`src/rtl/sprite_piece_place_clip_assert.svh`:
```
// ----------------------------------------------------------------------------
// Sprite piece place and clip - assertion macros
// Concurrent assertion wrappers, compiled out when NO_ASSERTIONS is set.
// ----------------------------------------------------------------------------
`ifndef SPRITE_PIECE_PLACE_CLIP_ASSERT_SVH
`define SPRITE_PIECE_PLACE_CLIP_ASSERT_SVH

`ifndef NO_ASSERTIONS
// check a property on every rising clock edge outside reset
`define SPPC_ASSERT(lbl, clk, rst_n, prop) \
    lbl: assert property (@(posedge clk) disable iff (!rst_n) prop) \
        else $error("sppc assertion failed");
// check a property on every rising clock edge, reset included
`define SPPC_ASSERT_ALWAYS(lbl, clk, prop) \
    lbl: assert property (@(posedge clk) prop) \
        else $error("sppc assertion failed");
`else
`define SPPC_ASSERT(lbl, clk, rst_n, prop)
`define SPPC_ASSERT_ALWAYS(lbl, clk, prop)
`endif

`endif

```
`src/rtl/sppc_pkg.sv`:
```
// ----------------------------------------------------------------------------
// Sprite piece place and clip - package
// Payload types, configuration layout and codes shared by the block.
// ----------------------------------------------------------------------------
package sppc_pkg;

    localparam int unsigned CfgIdxW  = 3;
    localparam int unsigned CfgDataW = 16;
    localparam int unsigned SlotW    = 7;

    // register indexes
    localparam logic [CfgIdxW-1:0] CFG_CLIP_TOP    = 3'd0;
    localparam logic [CfgIdxW-1:0] CFG_CLIP_BOTTOM = 3'd1;
    localparam logic [CfgIdxW-1:0] CFG_CLIP_LEFT   = 3'd2;
    localparam logic [CfgIdxW-1:0] CFG_CLIP_RIGHT  = 3'd3;
    localparam logic [CfgIdxW-1:0] CFG_SLOT_LIMIT  = 3'd4;

    // opcodes
    localparam logic OP_FRAME_START = 1'b0;
    localparam logic OP_PIECE       = 1'b1;

    // reset values
    localparam logic signed [15:0] CLIP_TOP_RST    = 16'sd128;
    localparam logic signed [15:0] CLIP_BOTTOM_RST = 16'sd384;
    localparam logic signed [15:0] CLIP_LEFT_RST   = 16'sd128;
    localparam logic signed [15:0] CLIP_RIGHT_RST  = 16'sd448;
    localparam logic [SlotW-1:0]   SLOT_LIMIT_RST  = 7'd80;

    localparam logic [15:0]      X_BIAS   = 16'd32;
    localparam logic [SlotW-1:0] SLOT_MAX = 7'd127;

    typedef struct packed {
        logic              opcode;
        logic              first_of_object;
        logic signed [15:0] object_x;
        logic signed [15:0] object_y;
        logic signed [15:0] offset_x;
        logic signed [15:0] offset_y;
        logic [8:0]        piece_width;
        logic [8:0]        piece_height;
        logic [9:0]        bitmap_index;
        logic [1:0]        flip_mode;
    } t_piece;

    typedef struct packed {
        logic signed [15:0] sprite_x;
        logic signed [15:0] sprite_y;
        logic [9:0]        sprite_bitmap;
        logic [SlotW-1:0]  link_slot;
        logic [1:0]        sprite_flip;
    } t_sprite;

    typedef struct packed {
        logic signed [15:0] clip_top;
        logic signed [15:0] clip_bottom;
        logic signed [15:0] clip_left;
        logic signed [15:0] clip_right;
        logic [SlotW-1:0]  slot_limit;
    } t_cfg;

    // placed position and clip verdict of one piece
    typedef struct packed {
        logic [15:0] pos_x;
        logic [15:0] pos_y;
        logic        visible;
    } t_place;

endpackage

```
`src/rtl/sppc_stream_if.sv`:
```
// ----------------------------------------------------------------------------
// Sprite piece place and clip - stream channel
// Valid/ready channel carrying one item of payload type T.
// ----------------------------------------------------------------------------
interface sppc_stream_if #(
    parameter type T = logic
);
    logic valid;
    logic ready;
    T     payload;

    modport source (output valid, output payload, input ready);
    modport sink   (input valid, input payload, output ready);
endinterface

```
`src/rtl/sppc_cfg.sv`:
```
// ----------------------------------------------------------------------------
// Sprite piece place and clip - configuration registers
// Clip window and slot limit, written through a plain write port.
// ----------------------------------------------------------------------------
module sppc_cfg (
    input  logic                          i_clk,
    input  logic                          i_rst_n,
    input  logic                          i_cfg_we,
    input  logic [sppc_pkg::CfgIdxW-1:0]  i_cfg_index,
    input  logic [sppc_pkg::CfgDataW-1:0] i_cfg_data,
    output sppc_pkg::t_cfg                o_cfg
);

    sppc_pkg::t_cfg r_cfg;

    always_ff @(posedge i_clk) begin
        if (!i_rst_n) begin
            r_cfg.clip_top    <= sppc_pkg::CLIP_TOP_RST;
            r_cfg.clip_bottom <= sppc_pkg::CLIP_BOTTOM_RST;
            r_cfg.clip_left   <= sppc_pkg::CLIP_LEFT_RST;
            r_cfg.clip_right  <= sppc_pkg::CLIP_RIGHT_RST;
            r_cfg.slot_limit  <= sppc_pkg::SLOT_LIMIT_RST;
        end else if (i_cfg_we) begin
            unique case (i_cfg_index)
                sppc_pkg::CFG_CLIP_TOP:    r_cfg.clip_top    <= i_cfg_data;
                sppc_pkg::CFG_CLIP_BOTTOM: r_cfg.clip_bottom <= i_cfg_data;
                sppc_pkg::CFG_CLIP_LEFT:   r_cfg.clip_left   <= i_cfg_data;
                sppc_pkg::CFG_CLIP_RIGHT:  r_cfg.clip_right  <= i_cfg_data;
                sppc_pkg::CFG_SLOT_LIMIT:
                    r_cfg.slot_limit <= i_cfg_data[sppc_pkg::SlotW-1:0];
                default: ;  // unknown index: ignore
            endcase
        end
    end

    assign o_cfg = r_cfg;

endmodule

```
`src/rtl/sppc_place.sv`:
```
// ----------------------------------------------------------------------------
// Sprite piece place and clip - placement datapath
// Scales and biases the object x, applies flips and tests the clip window.
// ----------------------------------------------------------------------------
module sppc_place (
    input  sppc_pkg::t_piece i_piece,
    input  sppc_pkg::t_cfg   i_cfg,
    output sppc_pkg::t_place o_place
);

    logic signed [18:0] x5;
    logic signed [18:0] x5_adj;
    logic signed [18:0] x_q;
    logic [15:0]        base_x;
    logic [15:0]        w16;
    logic [15:0]        h16;
    logic [15:0]        pos_x;
    logic [15:0]        pos_y;
    logic signed [17:0] right_edge;
    logic signed [17:0] bottom_edge;
    logic signed [17:0] clip_l;
    logic signed [17:0] clip_t;

    always_comb begin
        // x * 5, then divide by 4 rounding toward zero
        x5     = {{3{i_piece.object_x[15]}}, i_piece.object_x}
               + {i_piece.object_x[15], i_piece.object_x, 2'b00};
        x5_adj = x5 + (x5[18] ? 19'sd3 : 19'sd0);
        x_q    = x5_adj >>> 2;
        base_x = x_q[15:0] - sppc_pkg::X_BIAS;

        w16 = {7'd0, i_piece.piece_width};
        h16 = {7'd0, i_piece.piece_height};

        // mirror about the piece size when flipped
        pos_x = i_piece.flip_mode[0] ? (base_x - i_piece.offset_x - w16)
                                     : (base_x + i_piece.offset_x);
        pos_y = i_piece.flip_mode[1] ? (i_piece.object_y - i_piece.offset_y - h16)
                                     : (i_piece.object_y + i_piece.offset_y);

        // edges compared without wrapping
        right_edge  = {{2{pos_x[15]}}, pos_x} + {9'd0, i_piece.piece_width};
        bottom_edge = {{2{pos_y[15]}}, pos_y} + {9'd0, i_piece.piece_height};
        clip_l      = {{2{i_cfg.clip_left[15]}}, i_cfg.clip_left};
        clip_t      = {{2{i_cfg.clip_top[15]}}, i_cfg.clip_top};

        o_place.pos_x   = pos_x;
        o_place.pos_y   = pos_y;
        o_place.visible = (bottom_edge > clip_t)
                       && ($signed(pos_y) < i_cfg.clip_bottom)
                       && (right_edge > clip_l)
                       && ($signed(pos_x) < i_cfg.clip_right);
    end

endmodule

```
`src/rtl/sprite_piece_place_clip.sv`:
```
// ----------------------------------------------------------------------------
// Sprite piece place and clip - top level
// Places sprite pieces on screen, clips them and hands out link slots.
// ----------------------------------------------------------------------------
// Usage:
//   i_piece carries one item per sprite piece or frame start (valid/ready).
//   o_sprite returns one item for each visible piece that gets a link slot;
//   frame starts, dropped objects and clipped pieces give no item.
//   Configuration is written through i_cfg_we / i_cfg_index / i_cfg_data
//   while the block is idle.
// Pipeline: an accepted item is held in the input register; its result is
//   shown from the output register on o_sprite.
// Throughput: one item per cycle unless o_sprite is held off; the slot
//   counter is updated in the same cycle the item leaves the input register,
//   so pieces follow back to back.
// Reset: synchronous, active low; both stages empty, slot count and drop
//   flag cleared, clip window back to 128..448 by 128..384, slot limit 80.
// Stall: while o_sprite is held off, the output register keeps its item and
//   the input register fills once more; then i_piece.ready drops.
// ----------------------------------------------------------------------------
`include "sprite_piece_place_clip_assert.svh"

module sprite_piece_place_clip (
    input  logic                          i_clk,
    input  logic                          i_rst_n,
    input  logic                          i_cfg_we,
    input  logic [sppc_pkg::CfgIdxW-1:0]  i_cfg_index,
    input  logic [sppc_pkg::CfgDataW-1:0] i_cfg_data,
    sppc_stream_if.sink                   i_piece,
    sppc_stream_if.source                 o_sprite
);

    sppc_pkg::t_cfg   cfg;
    sppc_pkg::t_place place;

    logic                       r_in_valid;
    sppc_pkg::t_piece           r_in;
    logic                       r_out_valid;
    sppc_pkg::t_sprite          r_out;
    logic [sppc_pkg::SlotW-1:0] r_slot_count;
    logic                       r_dropping;

    logic                       advance;
    logic                       drop_now;
    logic                       emit;
    logic [sppc_pkg::SlotW-1:0] n_slot_count;
    logic                       n_dropping;

    sppc_cfg u_cfg (
        .i_clk       (i_clk),
        .i_rst_n     (i_rst_n),
        .i_cfg_we    (i_cfg_we),
        .i_cfg_index (i_cfg_index),
        .i_cfg_data  (i_cfg_data),
        .o_cfg       (cfg)
    );

    sppc_place u_place (
        .i_piece (r_in),
        .i_cfg   (cfg),
        .o_place (place)
    );

    assign advance       = r_in_valid && (!r_out_valid || o_sprite.ready);
    assign i_piece.ready = !r_in_valid || advance;

    always_comb begin
        drop_now = r_in.first_of_object ? (r_slot_count >= cfg.slot_limit)
                                        : r_dropping;
        emit = (r_in.opcode == sppc_pkg::OP_PIECE) && !drop_now
            && place.visible && (r_slot_count != sppc_pkg::SLOT_MAX);

        n_slot_count = r_slot_count;
        n_dropping   = r_dropping;
        if (r_in.opcode == sppc_pkg::OP_FRAME_START) begin
            n_slot_count = '0;
            n_dropping   = 1'b0;
        end else begin
            n_dropping = drop_now;
            if (emit) begin
                n_slot_count = r_slot_count + 7'd1;
            end
        end
    end

    always_ff @(posedge i_clk) begin
        if (!i_rst_n) begin
            r_in_valid   <= 1'b0;
            r_out_valid  <= 1'b0;
            r_slot_count <= '0;
            r_dropping   <= 1'b0;
        end else begin
            if (i_piece.valid && i_piece.ready) begin
                r_in_valid <= 1'b1;
            end else if (advance) begin
                r_in_valid <= 1'b0;
            end

            if (advance) begin
                r_out_valid  <= emit;
                r_slot_count <= n_slot_count;
                r_dropping   <= n_dropping;
            end else if (o_sprite.ready) begin
                r_out_valid <= 1'b0;
            end
        end
    end

    // payload registers: hold unless loaded
    always_ff @(posedge i_clk) begin
        if (i_piece.valid && i_piece.ready) begin
            r_in <= i_piece.payload;
        end
        if (advance && emit) begin
            r_out.sprite_x      <= place.pos_x;
            r_out.sprite_y      <= place.pos_y;
            r_out.sprite_bitmap <= r_in.bitmap_index;
            r_out.link_slot     <= r_slot_count;
            r_out.sprite_flip   <= r_in.flip_mode;
        end
    end

    assign o_sprite.valid   = r_out_valid;
    assign o_sprite.payload = r_out;

    `SPPC_ASSERT(a_slot_advance, i_clk, i_rst_n, (advance && emit) |=> (r_slot_count == ($past(r_slot_count) + 7'd1)))
    `SPPC_ASSERT(a_frame_clear, i_clk, i_rst_n, (advance && (r_in.opcode == sppc_pkg::OP_FRAME_START)) |=> ((r_slot_count == 7'd0) && !r_dropping))
    `SPPC_ASSERT(a_slot_in_range, i_clk, i_rst_n, r_out_valid |-> (r_out.link_slot != sppc_pkg::SLOT_MAX))
    `SPPC_ASSERT(a_hold_on_stall, i_clk, i_rst_n, (r_in_valid && r_out_valid && !o_sprite.ready) |=> (r_in_valid && r_out_valid))

endmodule

```
`src/flat_wrapper.sv`:
```
// flat-port wrapper written by rule: the top's interface ports become plain ports
module sprite_piece_place_clip_flat 
  (i_clk, i_rst_n, i_cfg_we, i_cfg_index, i_cfg_data, i_piece_valid, i_piece_payload, i_piece_ready, o_sprite_valid, o_sprite_payload, o_sprite_ready);
  sppc_stream_if #(.T(sppc_pkg::t_piece)) i_piece_i ();
  sppc_stream_if #(.T(sppc_pkg::t_sprite)) o_sprite_i ();
  input  logic i_clk;
  input  logic i_rst_n;
  input  logic i_cfg_we;
  input  logic [sppc_pkg::CfgIdxW-1:0] i_cfg_index;
  input  logic [sppc_pkg::CfgDataW-1:0] i_cfg_data;
  input wire logic [$bits(i_piece_i.valid)-1:0] i_piece_valid;
  input wire logic [$bits(i_piece_i.payload)-1:0] i_piece_payload;
  output wire logic [$bits(i_piece_i.ready)-1:0] i_piece_ready;
  output wire logic [$bits(o_sprite_i.valid)-1:0] o_sprite_valid;
  output wire logic [$bits(o_sprite_i.payload)-1:0] o_sprite_payload;
  input wire logic [$bits(o_sprite_i.ready)-1:0] o_sprite_ready;
  assign i_piece_i.valid = i_piece_valid;
  assign i_piece_i.payload = i_piece_payload;
  assign i_piece_ready = i_piece_i.ready;
  assign o_sprite_valid = o_sprite_i.valid;
  assign o_sprite_payload = o_sprite_i.payload;
  assign o_sprite_i.ready = o_sprite_ready;
  sprite_piece_place_clip u_core (.i_clk(i_clk), .i_rst_n(i_rst_n), .i_cfg_we(i_cfg_we), .i_cfg_index(i_cfg_index), .i_cfg_data(i_cfg_data), .i_piece(i_piece_i), .o_sprite(o_sprite_i));
endmodule
```
`config.mk`:
```
export PLATFORM = sky130hd
export DESIGN_NAME = sprite_piece_place_clip_flat
export DESIGN_NICKNAME = d
export VERILOG_FILES = /design/src/rtl/sppc_pkg.sv /design/src/rtl/sppc_stream_if.sv /design/src/rtl/sppc_cfg.sv /design/src/rtl/sppc_place.sv /design/src/rtl/sprite_piece_place_clip.sv /design/src/flat_wrapper.sv
export VERILOG_INCLUDE_DIRS = /design/src /design/src/rtl
export SDC_FILE = /design/constraint.sdc
export NUM_CORES = 1
export LEC_CHECK = 0
export ABC_AREA = 0
export BUFFER_PORTS_ARGS = -buffer_cell sky130_fd_sc_hd__buf_2
export CAP_MARGIN = 40
export CORE_MARGIN = 3
export CORE_UTILIZATION = 45
export CTS_BUF_LIST = sky130_fd_sc_hd__clkbuf_2
export CTS_CLUSTER_DIAMETER = 200
export DETAILED_ROUTE_END_ITERATION = 8
export GPL_TIMING_DRIVEN = 1
export PLACE_DENSITY = 0.76
export RECOVER_POWER = 50
export SYNTH_ARGS = -nofsm -noshare
export SYNTH_HDL_FRONTEND = slang
export SYNTH_SLANG_ARGS = --single-unit
```
`constraint.sdc`:
```
create_clock -name i_clk -period 11.12 [get_ports i_clk]
set_clock_uncertainty 0.15 [all_clocks]
set_input_delay 1.112 -clock i_clk [delete_from_list [all_inputs] [get_ports i_clk]]
set_output_delay 1.112 -clock i_clk [all_outputs]
set_load 0.02 [all_outputs]
```
==> results of run 1 <==
cell type report:
| type | count | area, sq um | share of cell area |
|---|---|---|---|
| Clock buffer | 83 | 415.4 | 0.02394 |
| Timing Repair Buffer | 178 | 887.1 | 0.05112 |
| Inverter | 187 | 701.9 | 0.04045 |
| Antenna cell | 3 | 7.507 | 0.0004326 |
| Tap cell | 448 | 560.5 | 0.03230 |
| Multi-Input combinational cell | 1142 | 8574 | 0.4941 |
| Clock inverter | 28 | 170.2 | 0.009806 |
| Sequential cell | 228 | 6036 | 0.3478 |
through the flow:
step           hold slack, ns    util  worst slack (ns)
2_1_floorplan          0.2503       -             2.034
5_1_grt               0.05687  0.5149            0.2693
3_3_place_gp           0.2505  0.4980             1.448
6_report               0.1653  0.5149             1.060
4_1_cts               0.02484  0.5153             1.156
3_5_place_dp           0.2556  0.4980             1.208
power by group:
part	switching [mW]	total, mW	leakage [nW]	internal, mW
clock network	0.364	0.617	0.430	0.253
registers	0.0211	0.972	2.05	0.951
logic	0.813	1.41	4.81	0.597
worst max path at each step:
stage                          from                           to  slack [ns]  cells past startpoint
finish              u_core.r_in[78]  u_core.o_sprite.payload[44]        1.06                     36
global route        u_core.r_in[78]  u_core.o_sprite.payload[40]        0.27                     36
CTS                 u_core.r_in[78]  u_core.o_sprite.payload[40]        1.16                     36
detailed placement  u_core.r_in[78]  u_core.o_sprite.payload[41]        1.21                     36
global placement    u_core.r_in[78]  u_core.o_sprite.payload[44]        1.45                     36
floorplan           u_core.r_in[78]   u_core.o_sprite.payload[0]        2.03                     35
cell families after synthesis:
kind of cell / count (synthesis) / synth area share
adders and majority gates: 204 / 0.1767
AOI/OAI and AO/OA: 415 / 0.1900
muxes: 9 / 0.005922
DFF: 228 / 0.3913
and+or+nand+nor: 436 / 0.1381
xor gates and xnor gates: 78 / 0.04526
buffers and inverters: 217 / 0.05281
synthesized netlist by cell type, types with 20 or more instances:
master / number / area [sq um]
xor2_1: 29 / 254.0
nand2_1: 188 / 705.7
dfxtp_1: 81 / 1622
a211oi_1: 25 / 187.7
o21ai_0: 67 / 335.3
fa_1: 23 / 460.4
xnor2_1: 48 / 420.4
o21a_1: 22 / 165.2
a21o_1: 38 / 285.3
edfxtp_1: 147 / 4414
ha_1: 181 / 2265
clkbuf_1: 27 / 101.4
a21oi_1: 66 / 330.3
nand2b_1: 22 / 137.6
nor2_1: 70 / 262.8
inv_1: 187 / 701.9
o211ai_1: 21 / 157.7
a21boi_0: 70 / 525.5
nor3_1: 20 / 100.1
nand3_1: 30 / 150.1
routing by layer:
metal	GRT usage	part of all wire	routed length, um	vias to the layer above
met5	0	0.00054	21	-
met2	0.3643	0.48	18730	350
met4	0.09088	0.033	1296	4
met1	0.2662	0.43	16860	5861
li1	-	-	-	6168
met3	0.03539	0.052	2017	83
flip-flops by register name, indices dropped and copies added, names as in the netlist:
| name | flops |
|---|---|
| u_core.o_sprite.payload | 51 |
| u_core.o_sprite.valid | 1 |
| u_core.r_dropping | 1 |
| u_core.r_in | 96 |
| u_core.r_in_valid | 1 |
| u_core.r_slot_count | 7 |
| u_core.u_cfg.o_cfg | 71 |
layout by cell type, fill, tap and decap left out, types with 15 or more instances in the layout:
cell,instances
ha_1,181
nand2_1,188
o21a_1,22
xnor2_1,48
a211oi_1,25
fa_1,23
inv_1,186
edfxtp_1,147
xor2_1,29
nor3_1,20
a21boi_0,70
nor2b_1,15
o211ai_1,21
nand2b_1,22
o21ai_0,67
a21oi_1,66
clkinv_1,19
nor2_1,70
dfxtp_1,81
clkbuf_2,83
nand3_1,30
a21o_1,38
a31oi_1,16
buf_2,166
critical path, delay by kind of cell (launching register included):
kind,cells,cell delay [ns]
simple gates,9,2.37
fa+ha+maj,7,2.41
flops,1,0.44
buf+inv,4,1.15
xor+xnor,6,1.28
compound gates,10,1.95
==> key figures, run 1 <==
Min path
  – Hold EP: u_core.r_in[21]
  – Hold_sp: i_piece_payload[21]
  – HP Class: in -> reg
  – Hold path depth: 1

Clock tree
  – Post-CTS Resized: 0
  – Clk_lat worst skew: 0.97 ns
  – H-Tree Depth: 2
  – Clock root buffer master: clkbuf_2
  – Post-CTS Setup Repair Bufs: 0
  – Hold_buf cts: 0
  – # clock sinks: 228
  – Clk pin slew, worst setup/hold paths: 0.11 ns
  – CTS tree: built
  – Cts bufs inserted: 59
  – Clock buffer depth: 3

Setup path
  – Required time worst endpoint: 11.59 ns
  – Worst stage delay on the critical path: 0.65 ns
  – R2R Setup Slk: 1.06 ns
  – Cells on worst reg2reg path: 36
  – Crit path top cell by count: ha_1
  – Crit Path Category: reg -> reg
  – Slowest cell on the critical path: o32ai_1
  – Critical Path AT: 10.53 ns
  – Worst r2r src: u_core.r_in[78]
  – Reg2reg end: u_core.o_sprite.payload[44]
  – Critical Path Source Type: flip-flop
  – Kind of end point of the critical path: flip-flop
  – Critical-path maximum fanout: 36

Placement
  – Routability cong.: 0.9195
  – Placed cell areas: 0.01678 sq mm
  – Port bufs: 172
  – Hpwl dp: 29820 um
  – # placed instances: 2183

Timing
  – Relative slew slack: -1.069
  – Final Hold Viols: 0
  – FMAX: 99.40 MHz
  – Setup TNS: 0 ns
  – Final Setup Violations: 0
  – Slew @ Worst Pin: 3.103 ns
  – Post-route clock period utilization: 0.9047
  – Tmin final: 10.06 ns
  – Slew Limit Fails: 125
  – RSZ-0062 raised after global routing: false

Pwr
  – Power Dens Cells: 172.8 mW/mm^2
  – Worst-case vdd ir drop: 0.0001061 V
  – Leakage: 7.292 nW
  – Tot Pwr: 2.999 mW

Drt
  – Vias/cell: 5.427
  – Final ANT Viol Nets: 0
  – Total number of vias: 12470
  – Iter 0 DRT Violations: 596
  – Post-Route WL: 38930 um
  – Remaining DRCs: 0
  – DRT Pass-1 Iters: 5
  – Drt wl/cell: 16.95 um

GRT
  – Total Routing Usage GR: 0.2129
  – Initial antenna violation count: 5
  – Maximum number of pins on one net before global-route repair: 79
  – Grt ovf: 0
  – Vias in the first global route: 12410
  – Global-route wire length before repair: 62000 um

Synthesis
  – Ys Warns: 0
  – Synth unique cells: 80
  – Post-Synthesis Cells: 1587
  – Synth Area per Inst: 9.719 sq um
  – Mapped Nets: 1911
  – Synthesized cell area: 0.01542 sq mm
  – Post-synth top flop: edfxtp_1
  – Ys async rst share: 0
  – EDFF count, synth: 147
  – FF+latch count, synth: 228
  – Share of the yosys chip area belonging to registers: 0.3913

Floorplan
  – Die width: 191.1 um
  – I/O Pins: 173
  – Row Count: 67
  – Die area: 0.03653 sq mm
  – Effective utilization at floorplan: 0.4577
  – Core area: 0.03370 sq mm
  – Die H: 191.1 um

Finish
  – Fill cells: 3202
  – Area added between synthesis and finish: 12.50%
  – Nets: 2120
  – Share of layout cells above drive strength 1: 0.1560
  – Cell Count, Final, Fillers Out: 2297
  – Final instance area: 0.01735 sq mm

Run
  – Total of max-cap violations: 2

Outcome
  – Failing checks: max-capacitance violations, max-slew violations
  – Status: finished with violations
Power figures use the tool's default switching activity.
==> run 2, diff against run 1 <==
--- a/config.mk
+++ b/config.mk
@@ -16,7 +16,7 @@
 export DETAILED_ROUTE_END_ITERATION = 8
 export GPL_TIMING_DRIVEN = 1
 export PLACE_DENSITY = 0.76
-export RECOVER_POWER = 50
+export RECOVER_POWER = 100
 export SYNTH_ARGS = -nofsm -noshare
 export SYNTH_HDL_FRONTEND = slang
 export SYNTH_SLANG_ARGS = --single-unit
==> key figures, run 2 (synthesis gave the netlist of run 1 again) <==
Drt
  – Final ANT Viol Nets: 0
  – DRT Pass-1 Iters: 6
  – Drt wl/cell: 16.92 um
  – Vias/cell: 5.428
  – Total number of vias: 12470
  – Post-Route WL: 38870 um
  – Remaining DRCs: 0
  – Iter 0 DRT Violations: 618

Outcome
  – Status: finished with violations
  – Failing checks: max-capacitance violations, max-slew violations

Setup path
  – Reg2reg end: u_core.o_sprite.payload[44]
  – Worst stage delay on the critical path: 0.68 ns
  – Kind of end point of the critical path: flip-flop
  – Critical Path Source Type: flip-flop
  – Critical-path maximum fanout: 36
  – Critical Path AT: 10.65 ns
  – Crit Path Category: reg -> reg
  – Required time worst endpoint: 11.59 ns
  – CP Launch Point: u_core.r_in[78]
  – Slowest cell on the critical path: o32ai_1
  – R2R Setup Slk: 0.94 ns
  – Crit path top cell by count: ha_1
  – Worst r2r src: u_core.r_in[78]
  – Cells on worst reg2reg path: 36

GRT
  – Most used routing layer: met2
  – Initial antenna violation count: 5
  – GRT met2 Usage: 0.3643
  – Met3 usage in global routing: 0.03539
  – Grt ovf: 0
  – Vias in the first global route: 12410
  – Total Routing Usage GR: 0.2129
  – Maximum number of pins on one net before global-route repair: 79
  – M1 GR Usage: 0.2662
  – Global-route wire length before repair: 62000 um

Finish
  – Nets: 2120
  – Max reg flops: 96
  – Area added between synthesis and finish: 11.90%
  – Register with the most flip-flops: u_core.r_in
  – Most frequent cells in the layout: nand2_1 (188), inv_1 (186), ha_1 (181)
  – Multi-input logic area: 0.008552 sq mm
  – Share of layout cells above drive strength 1: 0.1230
  – Register area: 0.006036 sq mm
  – Commonest non-fill, non-tap cell in the layout: nand2_1
  – Final instance area: 0.01726 sq mm
  – Fill cells: 3232

Min path
  – Hold path depth: 1
  – Hold_sp: i_piece_payload[94]
  – HP Class: in -> reg
  – Hold EP: u_core.r_in[94]

Timing
  – Setup TNS: 0 ns
  – Final Setup Violations: 0
  – RSZ-0062 raised after global routing: false
  – Slew Limit Fails: 178
  – Tmin final: 10.18 ns
  – Relative slew slack: -1.082
  – FMAX: 98.26 MHz
  – Final WS setup: 0.9433 ns
  – Post-route clock period utilization: 0.9152
  – Slew @ Worst Pin: 3.122 ns
  – Final Hold Viols: 0

Clock tree
  – H-Tree Depth: 2
  – CTS tree: built
  – Cts bufs inserted: 59
  – Clk pin slew, worst setup/hold paths: 0.11 ns
  – Post-CTS Setup Repair Bufs: 0
  – Post-CTS Resized: 0
  – Clk_lat worst skew: 0.96 ns
  – # clock sinks: 228
  – Hold_buf cts: 0
  – Clock buffer depth: 3
  – Clock root buffer master: clkbuf_2

Floorplan
  – Die width: 191.1 um
  – Die H: 191.1 um
  – I/O Pins: 173
  – Die area: 0.03653 sq mm
  – Effective utilization at floorplan: 0.4577
  – Row Count: 67
  – Core area: 0.03370 sq mm

Placement
  – Placed cell areas: 0.01678 sq mm
  – Port bufs: 172
  – Hpwl dp: 29820 um
  – Routability cong.: 0.9195
  – Place WS: 1.208 ns

Pwr
  – Leakage: 7.142 nW
  – Power Dens Cells: 173.3 mW/mm^2
  – Worst-case vdd ir drop: 0.0001060 V

Run
  – Total of max-cap violations: 3
run 2: how the worst max path moves through the flow:
stage / end / slack, ns / cells after the start
floorplan: u_core.o_sprite.payload[0] / 2.03 / 35
global placement: u_core.o_sprite.payload[44] / 1.45 / 36
detailed placement: u_core.o_sprite.payload[41] / 1.21 / 36
CTS: u_core.o_sprite.payload[40] / 1.16 / 36
global route: u_core.o_sprite.payload[40] / 0.19 / 36
finish: u_core.o_sprite.payload[44] / 0.94 / 36
run 2: routing by layer:
layer | share of wire | routed length [um] | vias up
met5 | 0.00054 | 21 | -
met3 | 0.051 | 1989 | 90
met2 | 0.48 | 18690 | 312
met4 | 0.035 | 1351 | 4
li1 | - | - | 6171
met1 | 0.43 | 16820 | 5892
run 2: area by class of cell:
class                      instances  area share
tap                              448     0.03248
inverter                         187     0.04067
clock inverter                    28    0.009859
multi-input combinational       1142      0.4955
sequential                       228      0.3497
timing repair buffer             178     0.04734
antenna                            3   0.0004349
clock buffer                      83     0.02407
run 2: critical path: cells and delay by family, from the launching register on:
family                   cells  cell delay [ns]
buffers and inverters        4             1.16
AND/OR/NAND/NOR              9             2.43
flip-flops                   1             0.44
adder cells (fa/ha/maj)      7             2.43
AO/OA/AOI/OAI               10             1.97
XOR/XNOR                     6             1.30
run 2: per-stage QoR:
step / hold WS (ns) / power, mW / cells / utilization
after floorplan: 0.2503 / 2.045 / 1587 / -
after global placement: 0.2505 / 2.353 / 2183 / 0.4980
after detailed placement: 0.2556 / 2.381 / 2183 / 0.4980
after CTS: 0.02484 / 3.025 / 2294 / 0.5153
after global routing: 0.05687 / 3.250 / 2297 / 0.5122
final: 0.1667 / 2.992 / 2297 / 0.5122
run 2: power by group:
part / switching, mW / total (mW) / leakage [nW] / internal, mW
Sequential: 0.0213 / 0.973 / 2.05 / 0.951
Combinational: 0.810 / 1.40 / 4.66 / 0.592
Clock: 0.364 / 0.617 / 0.430 / 0.253
Total: 1.20 / 2.99 / 7.14 / 1.80
==> run 3, diff against run 2 <==
--- a/config.mk
+++ b/config.mk
@@ -7,15 +7,15 @@
 export NUM_CORES = 1
 export LEC_CHECK = 0
 export ABC_AREA = 0
-export BUFFER_PORTS_ARGS = -buffer_cell sky130_fd_sc_hd__buf_2
 export CAP_MARGIN = 40
 export CORE_MARGIN = 3
 export CORE_UTILIZATION = 45
 export CTS_BUF_LIST = sky130_fd_sc_hd__clkbuf_2
 export CTS_CLUSTER_DIAMETER = 200
 export DETAILED_ROUTE_END_ITERATION = 8
+export DONT_BUFFER_PORTS = 1
 export GPL_TIMING_DRIVEN = 1
-export PLACE_DENSITY = 0.76
+export PLACE_DENSITY = 0.72
 export RECOVER_POWER = 100
 export SYNTH_ARGS = -nofsm -noshare
 export SYNTH_HDL_FRONTEND = slang
==> key figures, run 3 (synthesis gave the netlist of run 1 again) <==
Outcome
  – Status: finished with violations
  – Failing checks: max-capacitance violations, max-slew violations

Timing
  – RSZ-0062 raised after global routing: false
  – Final WS setup: 1.106 ns
  – Slew Limit Fails: 99
  – Post-route clock period utilization: 0.9006
  – Setup TNS: 0 ns
  – Final Hold Viols: 0
  – Final Setup Violations: 0
  – FMAX: 99.86 MHz
  – Tmin final: 10.01 ns
  – Relative slew slack: -1.309
  – Slew @ Worst Pin: 3.464 ns

Drt
  – Total number of vias: 12230
  – Final ANT Viol Nets: 0
  – Remaining DRCs: 0
  – Iter 0 DRT Violations: 665
  – Drt wl/cell: 18.22 um
  – DRT Pass-1 Iters: 5
  – Post-Route WL: 40740 um
  – Vias/cell: 5.468

Placement
  – Port bufs: 0
  – Placed cell areas: 0.01592 sq mm
  – Place WS: 1.423 ns
  – Routability cong.: 0.8885
  – Hpwl dp: 30000 um

Min path
  – Hold EP: u_core.u_cfg.o_cfg[44]
  – Hold_sp: i_cfg_data[5]
  – HP Class: in -> reg
  – Hold path depth: 2

Setup path
  – Critical Path AT: 10.49 ns
  – Worst stage delay on the critical path: 0.88 ns
  – CP bufs+invs: 4
  – Required time worst endpoint: 11.59 ns
  – Slowest cell on the critical path: a211oi_1
  – Critical Path Source Type: flip-flop
  – R2R Setup Slk: 1.11 ns
  – Family with the most delay on the worst path: compound AO/OA/AOI/OAI gates
  – Critical-path maximum fanout: 22
  – Kind of end point of the critical path: flip-flop
  – Reg2reg end: u_core.o_sprite.payload[8]
  – Crit Path Category: reg -> reg
  – Cells on worst reg2reg path: 33
  – Worst r2r src: u_core.r_in[78]

Floorplan
  – Die H: 191.1 um
  – I/O Pins: 173
  – Die area: 0.03653 sq mm
  – Row Count: 67
  – Effective utilization at floorplan: 0.4577
  – Die width: 191.1 um
  – Core area: 0.03370 sq mm

Finish
  – Final instance area: 0.01764 sq mm
  – Area added between synthesis and finish: 14.34%
  – Register area: 0.006036 sq mm
  – Register with the most flip-flops: u_core.r_in
  – Share of layout cells above drive strength 1: 0.06835
  – Max reg flops: 96
  – Nets: 2056
  – Multi-input logic area: 0.008552 sq mm
  – Final core occ: 0.5234
  – Fill cells: 3013
  – Commonest non-fill, non-tap cell in the layout: nand2_1
  – Most frequent cells in the layout: nand2_1 (188), inv_1 (186), ha_1 (181)

Clock tree
  – Clock buffer depth: 3
  – Cts bufs inserted: 61
  – Clk pin slew, worst setup/hold paths: 0.11 ns
  – # clock sinks: 228
  – Post-CTS Setup Repair Bufs: 0
  – H-Tree Depth: 2
  – Hold_buf cts: 106
  – CTS tree: built
  – Post-CTS Resized: 0
  – Clk_lat worst skew: 0.99 ns
  – Clock root buffer master: clkbuf_2

GRT
  – Global-route wire length before repair: 64290 um
  – Grt ovf: 0
  – Maximum number of pins on one net before global-route repair: 66
  – Initial antenna violation count: 2
  – Total Routing Usage GR: 0.2231
  – Vias in the first global route: 12380

Pwr
  – Power Dens Cells: 175.6 mW/mm^2
  – Leakage: 7.128 nW
  – Worst-case vdd ir drop: 0.00008225 V
  – Tot Pwr: 3.097 mW

Run
  – Total of max-cap violations: 2
==> run 3: routing by layer <==
layer / track usage / wire length [um] / vias to the layer above
li1: - / - / 6041
met4: 0.08552 / 1407 / 0
met5: 0 / 0 / -
met3: 0.05905 / 2572 / 88
met2: 0.3875 / 19640 / 321
met1: 0.2641 / 17130 / 5777
==> run 3: stage by stage <==
stage / hold slack (ns) / cells
after floorplan: 0.2503 / 1587
after CTS: 0.0001487 / 2233
after global placement: 0.2509 / 2011
after global routing: -0.01056 / 2236
after detailed placement: 0.2545 / 2011
final: 0.1072 / 2236
==> run 3: worst max path at each step <==
stage	from	to	slack (ns)	depth (start not counted)
6_report	u_core.r_in[78]	u_core.o_sprite.payload[8]	1.11	33
5_1_grt	u_core.r_in[78]	u_core.o_sprite.payload[8]	0.35	36
4_1_cts	u_core.r_in[78]	u_core.o_sprite.payload[8]	1.35	36
3_5_place_dp	u_core.r_in[78]	u_core.o_sprite.payload[35]	1.42	36
3_3_place_gp	u_core.r_in[78]	u_core.o_sprite.payload[44]	1.67	35
2_1_floorplan	u_core.r_in[78]	u_core.o_sprite.payload[0]	2.03	35
==> run 3: final cells by class <==
type / instances / share of cell area
antenna: 3 / 0.0004257
clock inverter: 32 / 0.01497
multi-input combinational: 1142 / 0.4849
inverter: 187 / 0.03980
tap: 448 / 0.03178
timing repair buffer: 112 / 0.06207
clock buffer: 84 / 0.02384
sequential: 228 / 0.3422
==> run 3: power breakdown <==
| part | total [mW] | internal [mW] | switching [mW] |
|---|---|---|---|
| clock | 0.706 | 0.328 | 0.378 |
| sequential | 0.977 | 0.951 | 0.0252 |
| combinational | 1.41 | 0.599 | 0.816 |
| total | 3.10 | 1.88 | 1.22 |
